--- config.mk ---
export PLATFORM = sky130hd
export DESIGN_NAME = lrc_timestamp_parser_core
export DESIGN_NICKNAME = d
export VERILOG_FILES = /design/src/design/lrcts_pkg.sv /design/src/design/lrcts_parse.sv /design/src/design/lrc_timestamp_parser_core.sv
export SDC_FILE = /design/constraint.sdc
export NUM_CORES = 1
export LEC_CHECK = 0
export ABC_AREA = 0
export BUFFER_PORTS_ARGS = -buffer_cell sky130_fd_sc_hd__buf_2
export CELL_PAD_IN_SITES_DETAIL_PLACEMENT = 1
export CELL_PAD_IN_SITES_GLOBAL_PLACEMENT = 2
export CORE_MARGIN = 2
export CORE_UTILIZATION = 44
export CTS_CLUSTER_DIAMETER = 120
export DETAILED_ROUTE_END_ITERATION = 8
export PLACE_DENSITY = 0.85
export SYNTH_ARGS = -nofsm -noshare
export SYNTH_HDL_FRONTEND = slang
export SYNTH_SLANG_ARGS = --single-unit
--- constraint.sdc ---
create_clock -name clk -period 9.9 [get_ports clk]
set_input_delay 0 -clock clk [delete_from_list [all_inputs] [get_ports clk]]
set_output_delay 0 -clock clk [all_outputs]
set_load 0.1 [all_outputs]
--- src/design/lrcts_pkg.sv ---
// Shared types, character codes and time arithmetic for the lyric timestamp parser.
package lrcts_pkg;

	localparam int unsigned TIME_W = 26;
	localparam int unsigned ACC_W = 10;
	localparam logic [ACC_W-1:0] FIELD_MAX = 10'd999;

	localparam logic [7:0] CH_LBRACKET = 8'h5B;
	localparam logic [7:0] CH_COLON = 8'h3A;
	localparam logic [7:0] CH_DOT = 8'h2E;
	localparam logic [7:0] CH_SPACE = 8'h20;
	localparam logic [7:0] CH_NEWLINE = 8'h0A;
	localparam logic [7:0] CH_ZERO = 8'h30;
	localparam logic [7:0] CH_NINE = 8'h39;

	typedef enum logic [3:0] {
		PH_BRACKET = 4'd0,
		PH_MIN = 4'd1,
		PH_SKIP_COL = 4'd2,
		PH_SEC = 4'd3,
		PH_SKIP_DOT = 4'd4,
		PH_FRAC = 4'd5,
		PH_SKIP_SPC = 4'd6,
		PH_FIRST = 4'd7,
		PH_TEXT = 4'd8,
		PH_DONE = 4'd9
	} phase_t;

	typedef enum logic [2:0] {
		EV_START = 3'd0,
		EV_TEXT = 3'd1,
		EV_LINE_END = 3'd2,
		EV_EMPTY = 3'd3,
		EV_LYR_END = 3'd4,
		EV_ERROR = 3'd5
	} event_t;

	typedef struct packed {
		logic [7:0] text_byte;
		logic text_end;
		logic restart;
	} item_t;

	typedef struct packed {
		logic valid;
		event_t ev;
		logic [31:0] start_ms;
		logic [7:0] char_out;
	} result_t;

	// Decimal accumulate with saturation at 999.
	function automatic logic [ACC_W-1:0] sat_acc(input logic [ACC_W-1:0] acc,
			input logic [3:0] digit);
		logic [13:0] v;
		v = {4'd0, acc} * 14'd10 + {10'd0, digit};
		return (v > {4'd0, FIELD_MAX}) ? FIELD_MAX : v[ACC_W-1:0];
	endfunction

	// Line start time in milliseconds; the fraction is scaled by its digit count.
	function automatic logic [TIME_W-1:0] line_time(input logic [ACC_W-1:0] minutes,
			input logic [ACC_W-1:0] seconds, input logic [ACC_W-1:0] frac,
			input logic [1:0] digits);
		logic [TIME_W-1:0] f;
		case (digits)
			2'd1: f = TIME_W'(frac) * TIME_W'(100);
			2'd2: f = TIME_W'(frac) * TIME_W'(10);
			2'd3: f = TIME_W'(frac);
			default: f = '0;
		endcase
		return TIME_W'(minutes) * TIME_W'(60000) + TIME_W'(seconds) * TIME_W'(1000) + f;
	endfunction

endpackage

--- src/design/lrcts_parse.sv ---
// Header and text state machine of the lyric timestamp parser.
module lrcts_parse (
	input logic clk,
	input logic arst_n,
	input logic fire,
	input lrcts_pkg::item_t item,
	output lrcts_pkg::result_t res
);

	lrcts_pkg::phase_t phase_q, phase_d, ph;
	logic [lrcts_pkg::ACC_W-1:0] minute_q, minute_d;
	logic [lrcts_pkg::ACC_W-1:0] second_q, second_d;
	logic [lrcts_pkg::ACC_W-1:0] frac_q, frac_d;
	logic [1:0] digits_q, digits_d;
	logic [lrcts_pkg::TIME_W-1:0] pending_q, pending_d;
	logic is_digit;
	logic [3:0] digit;
	logic [31:0] pending_ms;
	logic [7:0] b;

	assign b = item.text_byte;
	assign is_digit = (b >= lrcts_pkg::CH_ZERO) && (b <= lrcts_pkg::CH_NINE);
	assign digit = b[3:0];
	assign pending_ms = {{(32 - lrcts_pkg::TIME_W){1'b0}}, pending_q};

	always_comb begin
		// A restart clears the parse before the byte is handled.
		ph = item.restart ? lrcts_pkg::PH_BRACKET : phase_q;
		phase_d = ph;
		minute_d = minute_q;
		second_d = second_q;
		frac_d = frac_q;
		digits_d = digits_q;
		pending_d = pending_q;
		res.valid = 1'b0;
		res.ev = lrcts_pkg::EV_START;
		res.start_ms = pending_ms;
		res.char_out = 8'd0;

		if (ph > lrcts_pkg::PH_TEXT) begin
			phase_d = ph;
		end else if (item.text_end) begin
			res.valid = 1'b1;
			res.start_ms = '1;
			res.ev = (ph == lrcts_pkg::PH_FIRST) ? lrcts_pkg::EV_LYR_END
				: lrcts_pkg::EV_ERROR;
			phase_d = lrcts_pkg::PH_DONE;
		end else begin
			case (ph)
				lrcts_pkg::PH_BRACKET: begin
					if (b != lrcts_pkg::CH_LBRACKET) begin
						res.valid = 1'b1;
						res.ev = lrcts_pkg::EV_ERROR;
						res.start_ms = '1;
						phase_d = lrcts_pkg::PH_DONE;
					end else begin
						minute_d = '0;
						second_d = '0;
						frac_d = '0;
						digits_d = '0;
						phase_d = lrcts_pkg::PH_MIN;
					end
				end
				lrcts_pkg::PH_MIN: begin
					if (is_digit) begin
						minute_d = lrcts_pkg::sat_acc(minute_q, digit);
					end else begin
						phase_d = (b == lrcts_pkg::CH_COLON) ? lrcts_pkg::PH_SEC
							: lrcts_pkg::PH_SKIP_COL;
					end
				end
				lrcts_pkg::PH_SKIP_COL: begin
					if (b == lrcts_pkg::CH_COLON) phase_d = lrcts_pkg::PH_SEC;
				end
				lrcts_pkg::PH_SEC: begin
					if (is_digit) begin
						second_d = lrcts_pkg::sat_acc(second_q, digit);
					end else begin
						phase_d = (b == lrcts_pkg::CH_DOT) ? lrcts_pkg::PH_FRAC
							: lrcts_pkg::PH_SKIP_DOT;
					end
				end
				lrcts_pkg::PH_SKIP_DOT: begin
					if (b == lrcts_pkg::CH_DOT) phase_d = lrcts_pkg::PH_FRAC;
				end
				lrcts_pkg::PH_FRAC: begin
					if (is_digit) begin
						// Digits past the third are dropped, so the value stays below 1000.
						if (digits_q != 2'd3) begin
							frac_d = lrcts_pkg::ACC_W'(frac_q * 10'd10 + {6'd0, digit});
							digits_d = digits_q + 2'd1;
						end
					end else if (b == lrcts_pkg::CH_SPACE) begin
						pending_d = lrcts_pkg::line_time(minute_q, second_q, frac_q, digits_q);
						phase_d = lrcts_pkg::PH_FIRST;
					end else begin
						phase_d = lrcts_pkg::PH_SKIP_SPC;
					end
				end
				lrcts_pkg::PH_SKIP_SPC: begin
					if (b == lrcts_pkg::CH_SPACE) begin
						pending_d = lrcts_pkg::line_time(minute_q, second_q, frac_q, digits_q);
						phase_d = lrcts_pkg::PH_FIRST;
					end
				end
				lrcts_pkg::PH_FIRST: begin
					res.valid = 1'b1;
					if (b == lrcts_pkg::CH_NEWLINE) begin
						res.ev = lrcts_pkg::EV_EMPTY;
						phase_d = lrcts_pkg::PH_BRACKET;
					end else begin
						res.ev = lrcts_pkg::EV_START;
						res.char_out = b;
						phase_d = lrcts_pkg::PH_TEXT;
					end
				end
				lrcts_pkg::PH_TEXT: begin
					res.valid = 1'b1;
					if (b == lrcts_pkg::CH_NEWLINE) begin
						res.ev = lrcts_pkg::EV_LINE_END;
						phase_d = lrcts_pkg::PH_BRACKET;
					end else begin
						res.ev = lrcts_pkg::EV_TEXT;
						res.char_out = b;
					end
				end
				default: begin
					phase_d = lrcts_pkg::PH_DONE;
				end
			endcase
		end
	end

	always_ff @(posedge clk or negedge arst_n) begin
		if (!arst_n) begin
			phase_q <= lrcts_pkg::PH_BRACKET;
			minute_q <= '0;
			second_q <= '0;
			frac_q <= '0;
			digits_q <= '0;
			pending_q <= '0;
		end else if (fire) begin
			phase_q <= phase_d;
			minute_q <= minute_d;
			second_q <= second_d;
			frac_q <= frac_d;
			digits_q <= digits_d;
			pending_q <= pending_d;
		end
	end

`ifndef SYNTHESIS
	a_done_sticky: assert property (@(posedge clk) disable iff (!arst_n)
		(fire && phase_q == lrcts_pkg::PH_DONE && !item.restart) |=>
			(phase_q == lrcts_pkg::PH_DONE))
		else $error("parser left the done phase without a restart");

	a_minute_sat: assert property (@(posedge clk) disable iff (!arst_n)
		(minute_q <= lrcts_pkg::FIELD_MAX) && (second_q <= lrcts_pkg::FIELD_MAX))
		else $error("time field accumulator above saturation limit");

	a_frac_range: assert property (@(posedge clk) disable iff (!arst_n)
		(digits_q == 2'd0) |-> (frac_q == '0))
		else $error("fraction value present with no fraction digits");
`endif

endmodule

--- src/design/lrc_timestamp_parser_core.sv ---
// Top level of the lyric timestamp parser: input register, parser and output register.
// The parser takes one text byte per cycle and gives at most one event per byte; an event
// is carried from its byte through the input register and then the result register, and
// a byte that causes no event simply leaves nothing in the result register. A new byte is
// accepted every cycle unless a waiting event is stalled downstream, which is what sets the
// rate: one byte per clock while the output is not stalled, with a combinational parse step
// between the two registers.
module lrc_timestamp_parser_core (
	input logic clk,
	input logic arst_n,
	input logic in_valid,
	output logic in_stall,
	input logic [7:0] text_byte,
	input logic text_end,
	input logic restart,
	output logic out_valid,
	input logic out_stall,
	output logic [2:0] event_res,
	output logic [31:0] start_ms,
	output logic [7:0] char_out
);

	logic valid_s1;
	lrcts_pkg::item_t item_s1;
	logic advance;
	logic fire;
	lrcts_pkg::result_t res;
	logic out_valid_q;
	logic [2:0] event_q;
	logic [31:0] start_ms_q;
	logic [7:0] char_q;

	// The input register moves on whenever the result register can take a new transaction.
	assign advance = !(out_valid_q && out_stall);
	assign fire = valid_s1 && advance;
	assign in_stall = valid_s1 && !advance;

	always_ff @(posedge clk or negedge arst_n) begin
		if (!arst_n) begin
			valid_s1 <= 1'b0;
		end else if (!in_stall) begin
			valid_s1 <= in_valid;
		end
	end

	always_ff @(posedge clk) begin
		if (in_valid && !in_stall) begin
			item_s1.text_byte <= text_byte;
			item_s1.text_end <= text_end;
			item_s1.restart <= restart;
		end
	end

	lrcts_parse u_parse (
		.clk(clk),
		.arst_n(arst_n),
		.fire(fire),
		.item(item_s1),
		.res(res)
	);

	always_ff @(posedge clk or negedge arst_n) begin
		if (!arst_n) begin
			out_valid_q <= 1'b0;
		end else if (advance) begin
			out_valid_q <= fire && res.valid;
		end
	end

	always_ff @(posedge clk) begin
		if (fire && res.valid) begin
			event_q <= res.ev;
			start_ms_q <= res.start_ms;
			char_q <= res.char_out;
		end
	end

	assign out_valid = out_valid_q;
	assign event_res = event_q;
	assign start_ms = start_ms_q;
	assign char_out = char_q;

`ifndef SYNTHESIS
	a_stall_cause: assert property (@(posedge clk) disable iff (!arst_n)
		in_stall |-> (out_valid && out_stall))
		else $error("input stalled while the result register is free");

	a_end_ms: assert property (@(posedge clk) disable iff (!arst_n)
		(out_valid && (event_res == lrcts_pkg::EV_LYR_END || event_res == lrcts_pkg::EV_ERROR))
			|-> (start_ms == 32'hFFFF_FFFF))
		else $error("terminal event without all-ones time");

	a_char_zero: assert property (@(posedge clk) disable iff (!arst_n)
		(out_valid && event_res != lrcts_pkg::EV_START && event_res != lrcts_pkg::EV_TEXT)
			|-> (char_out == 8'd0))
		else $error("character present on an event without text");
`endif

endmodule
==> results.ini <==
[status]
status = finished, final reports clean

[die]
floorplan.rows = 62
start_util_pct = 45.0
top_level_ports = 59
coreArea_um2 = 28900
die_height_um = 176
die_area_um2 = 30900
dieWidth_um = 176

[critical_path]
critPathCaptureType = register
largest_fanout_on_the_critical_path = 9
cp_data_required_time_ns = 10.13
setup.worst_path.class = reg -> reg
worst_path_largest_cell_delay_ns = 0.67
crit_slowest_cell = a2111oi_0
critical-path-top-delay-family = adder cells
worst-path-stages = 27
path_buf_inv = 3
reg2regPathDepth = 27
critical-path-top-cell-by-count = fa_1
cp_data_arrival_time_ns = 7.50
start_kind = register

[cts]
worstSkewPairLatency_ns = 0.36
clock_tree_from_tritoncts = yes
post-cts-setup-buffer-count = 0
cts.sinks = 111
cts_buffers = 9
clk_pin_slew_worst_paths_ns = 0.09
post_cts_resized = 0
clk_path_buf_depth = 2
htree_levels = 3
cts_hold_repair.buffers = 14
clk_root_buffer_cell = clkbuf_16

[logic_synthesis]
synth_edf_count = 47
synth.yosys.warnings = 0
postSynth.asyncResetShare_pct = 57.7
ys_seq_elements = 111
postSynthAreaPerCell_um2 = 9.25
postSynthCellCount = 1405
netlist_area_um2 = 13000
synth_cell_types = 69
synth_fp_nets = 1723
seq_area_frac_synth_pct = 23.2
synth-main-ff-cell = dfrtp_1

[pwr]
part_of_the_power_in_the_clock_network_pct = 17.3
portion_of_total_power_attributed_to_sequential_cells_pct = 26.1
power.switching_fraction_pct = 49.0
power.internal_w = 0.00117
proportion_of_power_drawn_by_combinational_gates_pct = 56.5
cellLeakagePower_nw = 7.21
power.switching_w = 0.00113
power_w = 0.00230
max-vdd-ir-drop_mv = 0.121
power.density_cell_area_nw_per_um2 = 163

[sta]
finClkSkew_ns = 0.0102
drv_slew = 0
fin_crit_sh_pct = 73.4
grt_setup_unrepaired = false
timing_hold_violations_final = 0
post-route-min-period_ns = 7.27
tightestPinTransition_ns = 1.21
fin_tns_setup_ns = 0
max_clock_freq_mhz = 138
relSlewSlack_pct = 19.2
report.final.setup_viol = 0
holdWs_ns = 0.342

[route]
count_of_vias_placed_by_the_detailed_router = 10197
detail_route.wirelength_um = 33200
wire_per_inst_um = 18.0
drtAntennaViolNets = 0
detail_route.iter0.violations = 476
drt_drc_violations_left = 0
detail_route.vias_per_cell = 5.51
drt-pass1-iter-count = 5

[finish]
final_nets = 1779
syn2layout_area_growth_pct = 8.78
drive_gt1_share_pct = 8.39
stdcell_area_um2 = 14100
layout.cells.non_filler = 1850
insertedDiodeCount = 0

[min_path]
worst_hold_path_stage_count = 2
worstHoldPathType = in -> reg

[global_route]
global_route_wire_length_before_repair_um = 55200
track_usage_pct = 22.3
grt_start_max_net_pins = 65
grt_pass1_vias = 10760
grt_antenna_before_repair = 1
overflow = 0

[placed_design]
buffer_ports.inserted = 58
post_dp_area_um2 = 13700
dpl.cell_count = 1820
dp_hpwl_um = 27500
gp_congestion = 0.825

[flow_run]
drv.max_cap_violation_count = 0

flip-flops by register name, summed over array words and instances (netlist names):
signal and flops:
char_out 8, event_res 3, item_s1 10, out_valid 1
start_ms 26, u_parse.digits_q 2, u_parse.frac_q 10, u_parse.minute_q 10
u_parse.pending_q 26, u_parse.phase_q 4, u_parse.second_q 10, valid_s1 1
final cells by class:
class / count / area, um^2
clock buffer: 9 / 225
multi-input combinational: 1071 / 9140
tap: 384 / 480
timing repair buffer: 76 / 460
fill: 3369 / 14700
inverter: 192 / 721
sequential: 111 / 3010
clock inverter: 7 / 100
power by group through the flow:
| stage | clock network, W | logic (W) | registers (W) |
|---|---|---|---|
| after global placement | 0 | 0.00128 | 0.000609 |
| final | 0.000399 | 0.00130 | 0.000601 |
| after floorplan | 0 | 0.000808 | 0.000801 |
| after CTS | 0.000410 | 0.00131 | 0.000602 |
| after detailed placement | 0 | 0.00130 | 0.000612 |
| after global routing | 0.000424 | 0.00143 | 0.000609 |
layout by cell type, fill, tap and decap left out, types with 5 or more instances in the layout:
cell           count
xnor2_1           78
fa_1              74
a21o_1            32
or2_2             30
o22ai_1            5
inv_1            192
clkbuf_16          9
nand3_1           19
xor2_1            31
and3_1            22
nand2_1           84
nor4_1            12
and2_1             5
o21a_1             8
nor2b_1           14
nor3b_1            6
dlygate4sd3_1     14
a21boi_0           6
dfrtp_1           64
nand2b_1          15
a222oi_1           7
nand4_1           12
o21bai_1          13
a211oi_1          11
ha_1             230
a22o_1            13
edfxtp_1          47
o31ai_1            7
nor2_1            81
a31oi_1            9
nor3_1            15
buf_2             58
a21oi_1           81
o21ai_0           84
worst paths after layout:
check,startpoint,end,slack [ns]
max in group asynchronous,arst_n,u_parse.second_q[9],8.92
worst min-delay path,text_byte[0],item_s1[2],0.34
worst max register to register,u_parse.second_q[1],u_parse.pending_q[25],2.63
min in group asynchronous,arst_n,u_parse.digits_q[0],0.36
worst max-delay path,u_parse.second_q[1],u_parse.pending_q[25],2.63
worst min register to register,u_parse.pending_q[4],u_parse.pending_q[4],0.48
cells by family after synthesis:
kind of cell,after synthesis,share of synthesized area [%]
AO/OA/AOI/OAI,319,16.0
XOR/XNOR,109,7.35
adder cells (fa/ha/maj),304,33.5
buffers and inverters,223,6.61
flip-flops,111,23.2
multiplexers,5,0.424
AND/OR/NAND/NOR,334,12.9
synthesized netlist by cell type, drive strengths merged (13+ instances only):
cell	n	share of area, %
and3	22	1.1
a21o	32	1.8
edfxtp	47	11
ha	230	22
nand3	19	0.73
o21ai	87	3.4
xor2	31	2.1
a21oi	82	3.2
clkbuf	25	0.72
xnor2	78	5.3
a22o	13	0.88
nor2	82	2.4
or2	30	1.4
nand2	84	2.4
nand2b	15	0.72
nor3	15	0.58
nor2b	14	0.67
o21bai	14	0.84
dfrtp	64	12
fa	74	11
inv	192	5.5
metrics by stage:
| step | util, % | setup slack, ns |
|---|---|---|
| floorplan | - | 3.32 |
| CTS | 49.0 | 2.59 |
| detailed placement | 47.4 | 2.62 |
| global placement | 47.4 | 2.78 |
| finish | 49.0 | 2.63 |
| global route | 49.0 | 1.95 |
layer usage:
| layer | vias up | part of all wire, % | GRT usage (%) |
|---|---|---|---|
| met5 | - | 0 | 0 |
| met4 | 0 | 3.5 | 8.09 |
| met3 | 29 | 2.5 | 1.80 |
| met2 | 130 | 48 | 38.7 |
| met1 | 5038 | 46 | 29.1 |
| li1 | 5000 | - | - |
No activity file was read; power rests on OpenSTA's default activity.
